===== src/hw/rtl/mvsm_pkg.sv =====
package mvsm_pkg;

   // voice table and sample memory sizes
   localparam int VOICES       = 8;
   localparam int VOICE_W      = 3;
   localparam int SAMPLE_WORDS = 4096;
   localparam int ADDR_W       = $clog2(SAMPLE_WORDS);

   // field widths
   localparam int CMD_W    = 3;
   localparam int LEN_W    = 13;
   localparam int POS_W    = LEN_W - 1;
   localparam int SAMPLE_W = 16;
   localparam int GAIN_W   = 16;
   localparam int KIND_W   = 2;

   // fixed point: gain is unsigned Q2.14
   localparam int GAIN_FRAC  = 14;
   localparam int PROD_W     = GAIN_W + 1 + SAMPLE_W;
   localparam int SCALED_W   = PROD_W - GAIN_FRAC;
   localparam int ACC_W      = SCALED_W + VOICE_W;
   localparam int UNITY_GAIN = 16384;
   localparam int MAX_LENGTH = 4096;
   localparam int SAT_MAX    = 32767;
   localparam int SAT_MIN    = -32768;

   // command codes
   localparam logic [CMD_W-1:0] CMD_WRITE  = 3'd0;
   localparam logic [CMD_W-1:0] CMD_START  = 3'd1;
   localparam logic [CMD_W-1:0] CMD_STOP   = 3'd2;
   localparam logic [CMD_W-1:0] CMD_VOLUME = 3'd3;
   localparam logic [CMD_W-1:0] CMD_MIX    = 3'd4;

   // result kinds
   localparam logic [KIND_W-1:0] KIND_ALLOC    = 2'd0;
   localparam logic [KIND_W-1:0] KIND_NO_VOICE = 2'd1;
   localparam logic [KIND_W-1:0] KIND_MIXED    = 2'd2;

   // one step for the shared multiply-accumulate unit
   typedef struct packed {
      logic                       clear;
      logic                       valid;
      logic                       active;
      logic [GAIN_W-1:0]          gain;
      logic signed [SAMPLE_W-1:0] sample;
   } mac_req_type;

endpackage


===== src/hw/rtl/mvsm_mac.sv =====
module mvsm_mac (
   input  logic                              clock,
   input  logic                              reset,
   input  mvsm_pkg::mac_req_type             mac_req,
   output logic signed [mvsm_pkg::ACC_W-1:0] acc_sum,
   output logic                              busy
);

   logic                                 prod_valid_ff;
   logic signed [mvsm_pkg::PROD_W-1:0]   prod_ff;
   logic signed [mvsm_pkg::PROD_W-1:0]   prod_in;
   logic signed [mvsm_pkg::SCALED_W-1:0] scaled;
   logic signed [mvsm_pkg::ACC_W-1:0]    acc_ff;
   logic signed [mvsm_pkg::ACC_W-1:0]    acc_in;

   // gain times sample, an idle voice contributes nothing
   always_comb begin
      prod_in = '0;
      if (mac_req.active) begin
         prod_in = $signed({1'b0, mac_req.gain}) * mac_req.sample;
      end
   end

   // drop the fraction bits, floor toward minus infinity
   assign scaled = prod_ff[mvsm_pkg::PROD_W-1:mvsm_pkg::GAIN_FRAC];

   // exact running sum
   always_comb begin
      acc_in = acc_ff;
      if (mac_req.clear) begin
         acc_in = '0;
      end else if (prod_valid_ff) begin
         acc_in = acc_ff + mvsm_pkg::ACC_W'(scaled);
      end
   end

   always_ff @(posedge clock) begin
      if (reset) begin
         prod_valid_ff <= 1'b0;
      end else begin
         prod_valid_ff <= mac_req.valid;
      end
   end

   always_ff @(posedge clock) begin
      prod_ff <= prod_in;
      acc_ff  <= acc_in;
   end

   assign acc_sum = acc_ff;
   assign busy    = prod_valid_ff;

endmodule


===== config.mk =====
export PLATFORM = sky130hd
export DESIGN_NAME = mvsm_mac
export DESIGN_NICKNAME = d
export VERILOG_FILES = /design/src/hw/rtl/mvsm_pkg.sv /design/src/hw/rtl/mvsm_mac.sv
export SDC_FILE = /design/constraint.sdc
export NUM_CORES = 1
export LEC_CHECK = 0
export BUFFER_PORTS_ARGS = -buffer_cell sky130_fd_sc_hd__buf_4
export CAP_MARGIN = 20
export CORE_UTILIZATION = 50
export CTS_BUF_LIST = sky130_fd_sc_hd__clkbuf_8
export CTS_CLUSTER_DIAMETER = 200
export DETAILED_ROUTE_END_ITERATION = 6
export HOLD_SLACK_MARGIN = 0.02
export PLACE_DENSITY = 0.67
export REMOVE_ABC_BUFFERS = 1
export SETUP_SLACK_MARGIN = 0.15
export SYNTH_ARGS = -nofsm -noshare
export SYNTH_HDL_FRONTEND = slang
export SYNTH_SLANG_ARGS = --single-unit

===== constraint.sdc =====
create_clock -name clock -period 13 [get_ports clock]
set_input_delay 2.6 -clock clock [delete_from_list [all_inputs] [get_ports clock]]
set_output_delay 2.6 -clock clock [all_outputs]
set_load 0.01 [all_outputs]

==> results of run 1 <==
layout make-up:
| cell class | instances | area share, % |
|---|---|---|
| clock buffer | 5 | 0.575 |
| inverter | 250 | 7.84 |
| timing repair buffer | 60 | 3.76 |
| tap | 280 | 2.93 |
| multi-input combinational | 969 | 77.5 |
| sequential | 42 | 7.02 |
| clock inverter | 3 | 0.366 |
worst register-to-register path: cells and delay by family, from the launching register on:
| kind | cells | cell delay, ns |
|---|---|---|
| compound gates | 5 | 1.23 |
| fa+ha+maj | 2 | 0.61 |
| buf+inv | 1 | 0.06 |
| flops | 1 | 0.37 |
| simple gates | 2 | 0.28 |
sequential cells by signal, indices dropped and copies added (netlist names):
signal	cells
busy	1
acc_sum	22
prod_ff	19
logic make-up after synthesis:
family / synth area share (%)
XOR/XNOR: 1.63
flip-flops: 7.46
buffers and inverters: 10.2
multiplexers: 0.989
AO/OA/AOI/OAI: 10.7
adder cells (fa/ha/maj): 50.0
AND/OR/NAND/NOR: 19.0
metal layers:
metal  wire [um]  global-route usage (%)
met1       11700                    32.1
met2       12600                    40.8
met3         969                    1.31
met4         490                    5.34
met5           0                       0
worst max-delay path by stage:
| stage | endpoint | slack [ns] | cells after the start |
|---|---|---|---|
| 4_1_cts | prod_ff[32] | 5.03 | 20 |
| 2_1_floorplan | prod_ff[32] | 5.31 | 19 |
| 3_3_place_gp | prod_ff[32] | 4.80 | 20 |
| 5_1_grt | prod_ff[32] | 4.70 | 20 |
| 3_5_place_dp | prod_ff[32] | 4.71 | 20 |
| 6_report | prod_ff[32] | 5.00 | 20 |
placed cells by master (no fill, tap or decap), drive strengths merged, types with 27 or more instances in the layout:
master and instances:
inv 249, nor2 60, fa 194, ha 140
a21o 27, buf 60, nand2 164, and2 119
a21oi 42, dfxtp 42
through the flow:
stage | util, % | instance area (um2) | setup slack (ns) | instances
after floorplan | - | 11100 | 5.31 | 1261
after global placement | 54.0 | 11900 | 4.80 | 1601
after detailed placement | 54.0 | 11900 | 4.71 | 1601
after CTS | 54.5 | 12000 | 5.03 | 1609
after global routing | 54.5 | 12000 | 4.70 | 1609
final | 54.5 | 12000 | 5.00 | 1609
==> results.cfg, run 1 <==
[status]
status = finished with violations
violations = DRC

[min_path]
min_from = acc_sum[16]
hold_path.class = reg -> reg
hold_path_end = acc_sum[16]
hold_depth = 2

[worst_setup_path]
cp_max_fo = 16
path_delay_family = adder cells
crit_type = in -> reg
worst-endpoint-required_ns = 13.19
regToRegSetupSlack_ns = 10.31
cp_num_buf_inv = 5
cp-start-kind = primary input
crit_path_start = mac_req[24]
slowest_stage = fa_1
r2r-end = acc_sum[20]
slowest_delay_ns = 0.54
path_cells = buf_4, and2_1, fa_1, inv_1, fa_1, fa_1, inv_1, fa_1, fa_1, inv_1, fa_1, inv_1, ha_1, a21o_1, a2111oi_0, o21a_1, nor2_1, a21oi_1, a21oi_1, mux2_1
ff2ff_path_depth = 10
reg2reg_from = acc_sum[0]
cp_data_arrival_time_ns = 8.18
crit_top_cell = fa_1
cp-end-kind = flop

[sta]
rsz0062_at_grt = no
worstMarginPinSlew_ns = 0.671
clock_skew_ns = 0.0101
relSlewSlack_pct = 55.2
fin_crit_ns = 8.00
drv_slew = 0
finalSetupViolations = 0
hold_violations = 0
hold_slack_ns = 0.495
fin_crit_sh_pct = 61.5
fmax_mhz = 125
setup_tns_ns = 0

[detailed_routing]
viasPerCell = 5.47
detail-route-antenna-nets = 0
routedWlPerCell_um = 16.0
finalWirelength_um = 25700
post-route-drc-count = 11
drt_iter0_drc = 433
via_count = 8809
firstDrtPassIters = 7

[job]
cap_violations = 0

[logic_synthesis]
yosys-top-cells-area = fa_1, ha_1, inv_1
ys_types = 66
synth-warning-count = 0
synth_seq_cells = 42
synth-edff-count = 0
yosysTopAreaCell = fa_1
synthCells = 1312
async_reset_ff_share_pct = 0
syn-mean-instance-area_um2 = 8.59
ys.flop_type = dfxtp_1
synth.most_common_cell = inv_1
netlist_area_um2 = 11300
ys_seq_area_share_pct = 7.46
netlist_top_cells_count = inv_1, fa_1, nand2_1
synth_top_area_share_pct = 34.5

[cts]
path_clk_slew_ns = 0.09
clock_path_buffers = 2
cts_root_buf = clkbuf_8
hold_buffers = 0
cts_buffers = 5
h-tree-depth = 2
clk_latency_ns = 0.30
ctsResizeCount = 0
clock_sinks = 42
cts_setup_buffers = 0
cts_tree = done

[floorplanning]
dieArea_um2 = 23100
core_um2 = 22000
rows = 54
chipWidth_um = 152
ios = 60
start_util_pct = 51.3
die_y_um = 152

[place]
hpwl_um = 21100
gp_congestion = 0.900
portBuffers = 59

[layout]
fillers = 2059
multi_input_area_um2 = 9280
area_growth_pct = 6.25
layout-drive-gt1-share_pct = 5.94
nNetsFinal = 1699
antennaDiodeCount = 0
final-seq-area_um2 = 841

[global_routing]
grt_util_all_layers_pct = 23.4
grt_pass1_wl_um = 44000
grt-ovfl-total = 0
antenna_found_initial = 0
grt_pass1_vias = 8992
grt_start_max_net_pins = 33
Power of run 1 is left out: the tool's default activity adds up to more than one toggle a clock period on the data nets, which glitch-free logic cannot reach.
==> inputs of run 2 (changes only) <==
--- a/config.mk
+++ b/config.mk
@@ -12,7 +12,7 @@
 export CTS_CLUSTER_DIAMETER = 200
 export DETAILED_ROUTE_END_ITERATION = 6
 export HOLD_SLACK_MARGIN = 0.02
-export PLACE_DENSITY = 0.67
+export PLACE_DENSITY = 0.7
 export REMOVE_ABC_BUFFERS = 1
 export SETUP_SLACK_MARGIN = 0.15
 export SYNTH_ARGS = -nofsm -noshare
==> constraint.sdc (replaced) <==
create_clock -name clock -period 6.81 [get_ports clock]
set_input_delay 1.362 -clock clock [delete_from_list [all_inputs] [get_ports clock]]
set_output_delay 1.362 -clock clock [all_outputs]
set_load 0.01 [all_outputs]
==> results.cfg, run 2 (same netlist as run 1, synthesis figures left out) <==
[layout]
most-common-layout-cells = inv_1, fa_1, nand2_1
antennaDiodeCount = 0
area_growth_pct = 9.47
fin_area_um2 = 12300
fillers = 2000
fin_cells = 1655
fin_util_pct = 56.2
largest_register_ffs = 22
final_common_cell = inv_1
nNetsFinal = 1745
layout-drive-gt1-share_pct = 9.53

[sta]
fmax_mhz = 155
hold_violations = 0
drv_slew = 0
setup_tns_ns = 0
worstMarginPinSlew_ns = 0.645
fin_crit_sh_pct = 94.5
fin_crit_ns = 6.44
relSlewSlack_pct = 56.9
clock_skew_ns = 0.00778
rsz0062_at_grt = no
finalSetupViolations = 0

[detailed_routing]
dr_wl_met3_um = 1250
detail-route-antenna-nets = 0
finalWirelength_um = 26400
routedWlPerCell_um = 15.9
drt_iter0_drc = 479
firstDrtPassIters = 7
highest_layer = met4
wl_met1_um = 11900
dr_wl_met2_um = 12900
via_count = 8945
viasPerCell = 5.40
post-route-drc-count = 8

[cts]
clock_sinks = 42
clock_path_buffers = 2
hold_buffers = 0
cts_root_buf = clkbuf_8
path_clk_slew_ns = 0.09
h-tree-depth = 2
cts_tree = done
cts_buffers = 5
clk_latency_ns = 0.31

[global_routing]
grt_start_max_net_pins = 33
grt_util_all_layers_pct = 24.0
grt_pass1_wl_um = 45200
grt_pass1_vias = 9313
grt-ovfl-total = 0
antenna_found_initial = 0

[floorplanning]
start_util_pct = 51.3
chipWidth_um = 152
ios = 60
dieArea_um2 = 23100
die_y_um = 152
rows = 54
core_um2 = 22000

[job]
cap_violations = 0

[place]
place_inst = 1647
gp_congestion = 0.934
place_area_um2 = 12200
portBuffers = 59
hpwl_um = 22500

[worst_setup_path]
ff2ff_path_depth = 10
cp_data_arrival_time_ns = 6.67
reg2reg_from = acc_sum[0]
crit_end = prod_ff[26]
worst-endpoint-required_ns = 7.05
crit_path_start = mac_req[24]
cp_max_fo = 7
regToRegSetupSlack_ns = 4.14
cp-start-kind = primary input
cp-end-kind = flop
r2r-end = acc_sum[14]
crit_type = in -> reg

[min_path]
hold_path.class = reg -> reg

[status]
violations = DRC
status = finished with violations
==> run 2: cell types whose count changed in the layout (fill, tap and decap cells not counted), moves of 2 or more <==
cell	before	now
a21oi_1	42	40
a21oi_2	0	2
buf_4	60	106
clkinvlp_4	0	2
==> run 2: area by class of cell <==
type                    instances  area [um2]  area share, %
clock buffers                   5        68.8          0.558
clock inverters                 3        23.8          0.193
inverters                     250         938           7.61
multi-input cells             969        9310           75.5
flip-flops and latches         42         841           6.82
well taps                     280         350           2.84
repair buffers                106         796           6.45
==> run 2: how the worst min path moves through the flow <==
| stage | from | to | cells after the start |
|---|---|---|---|
| finish | acc_sum[16] | acc_sum[16] | 2 |
| global placement | acc_sum[16] | acc_sum[16] | 2 |
| floorplan | acc_sum[13] | acc_sum[13] | 2 |
| detailed placement | acc_sum[16] | acc_sum[16] | 2 |
| CTS | acc_sum[16] | acc_sum[16] | 2 |
| global route | acc_sum[16] | acc_sum[16] | 2 |
==> run 2: timing repair <==
| action | CTS | global route |
|---|---|---|
| setup buffers | 0 | 0 |
| setup endpoints to repair | 0 | 8 |
| resized for setup | 0 | 7 |
==> run 2: metal layers <==
| metal | up-vias | global-route usage, % |
|---|---|---|
| met4 | 0 | 4.47 |
| met3 | 30 | 2.28 |
| met2 | 214 | 41.6 |
| met1 | 4418 | 33.0 |
| li1 | 4283 | - |
| met5 | - | 0 |
==> run 2: critical path, stage by stage <==
cell	delay, ns
buf_4	0.12
buf_4	0.17
buf_4	0.15
nand2_1	0.08
fa_1	0.50
inv_1	0.06
fa_1	0.59
fa_1	0.44
fa_1	0.46
fa_1	0.50
inv_1	0.05
fa_1	0.48
inv_1	0.04
ha_1	0.28
buf_4	0.16
a21oi_1	0.14
o21bai_1	0.07
a21oi_1	0.19
o21ai_0	0.12
a21o_1	0.22
a41oi_1	0.27
mux2i_1	0.22
==> run 2: per-stage QoR <==
step                      hold WS (ns)  setup slack [ns]
after floorplan                  0.496             0.357
after global placement           0.484           -0.0319
after detailed placement         0.496           -0.0788
after CTS                        0.510             0.230
after global routing             0.537             0.162
final                            0.505             0.373
Power of run 2 is left out for the same reason.
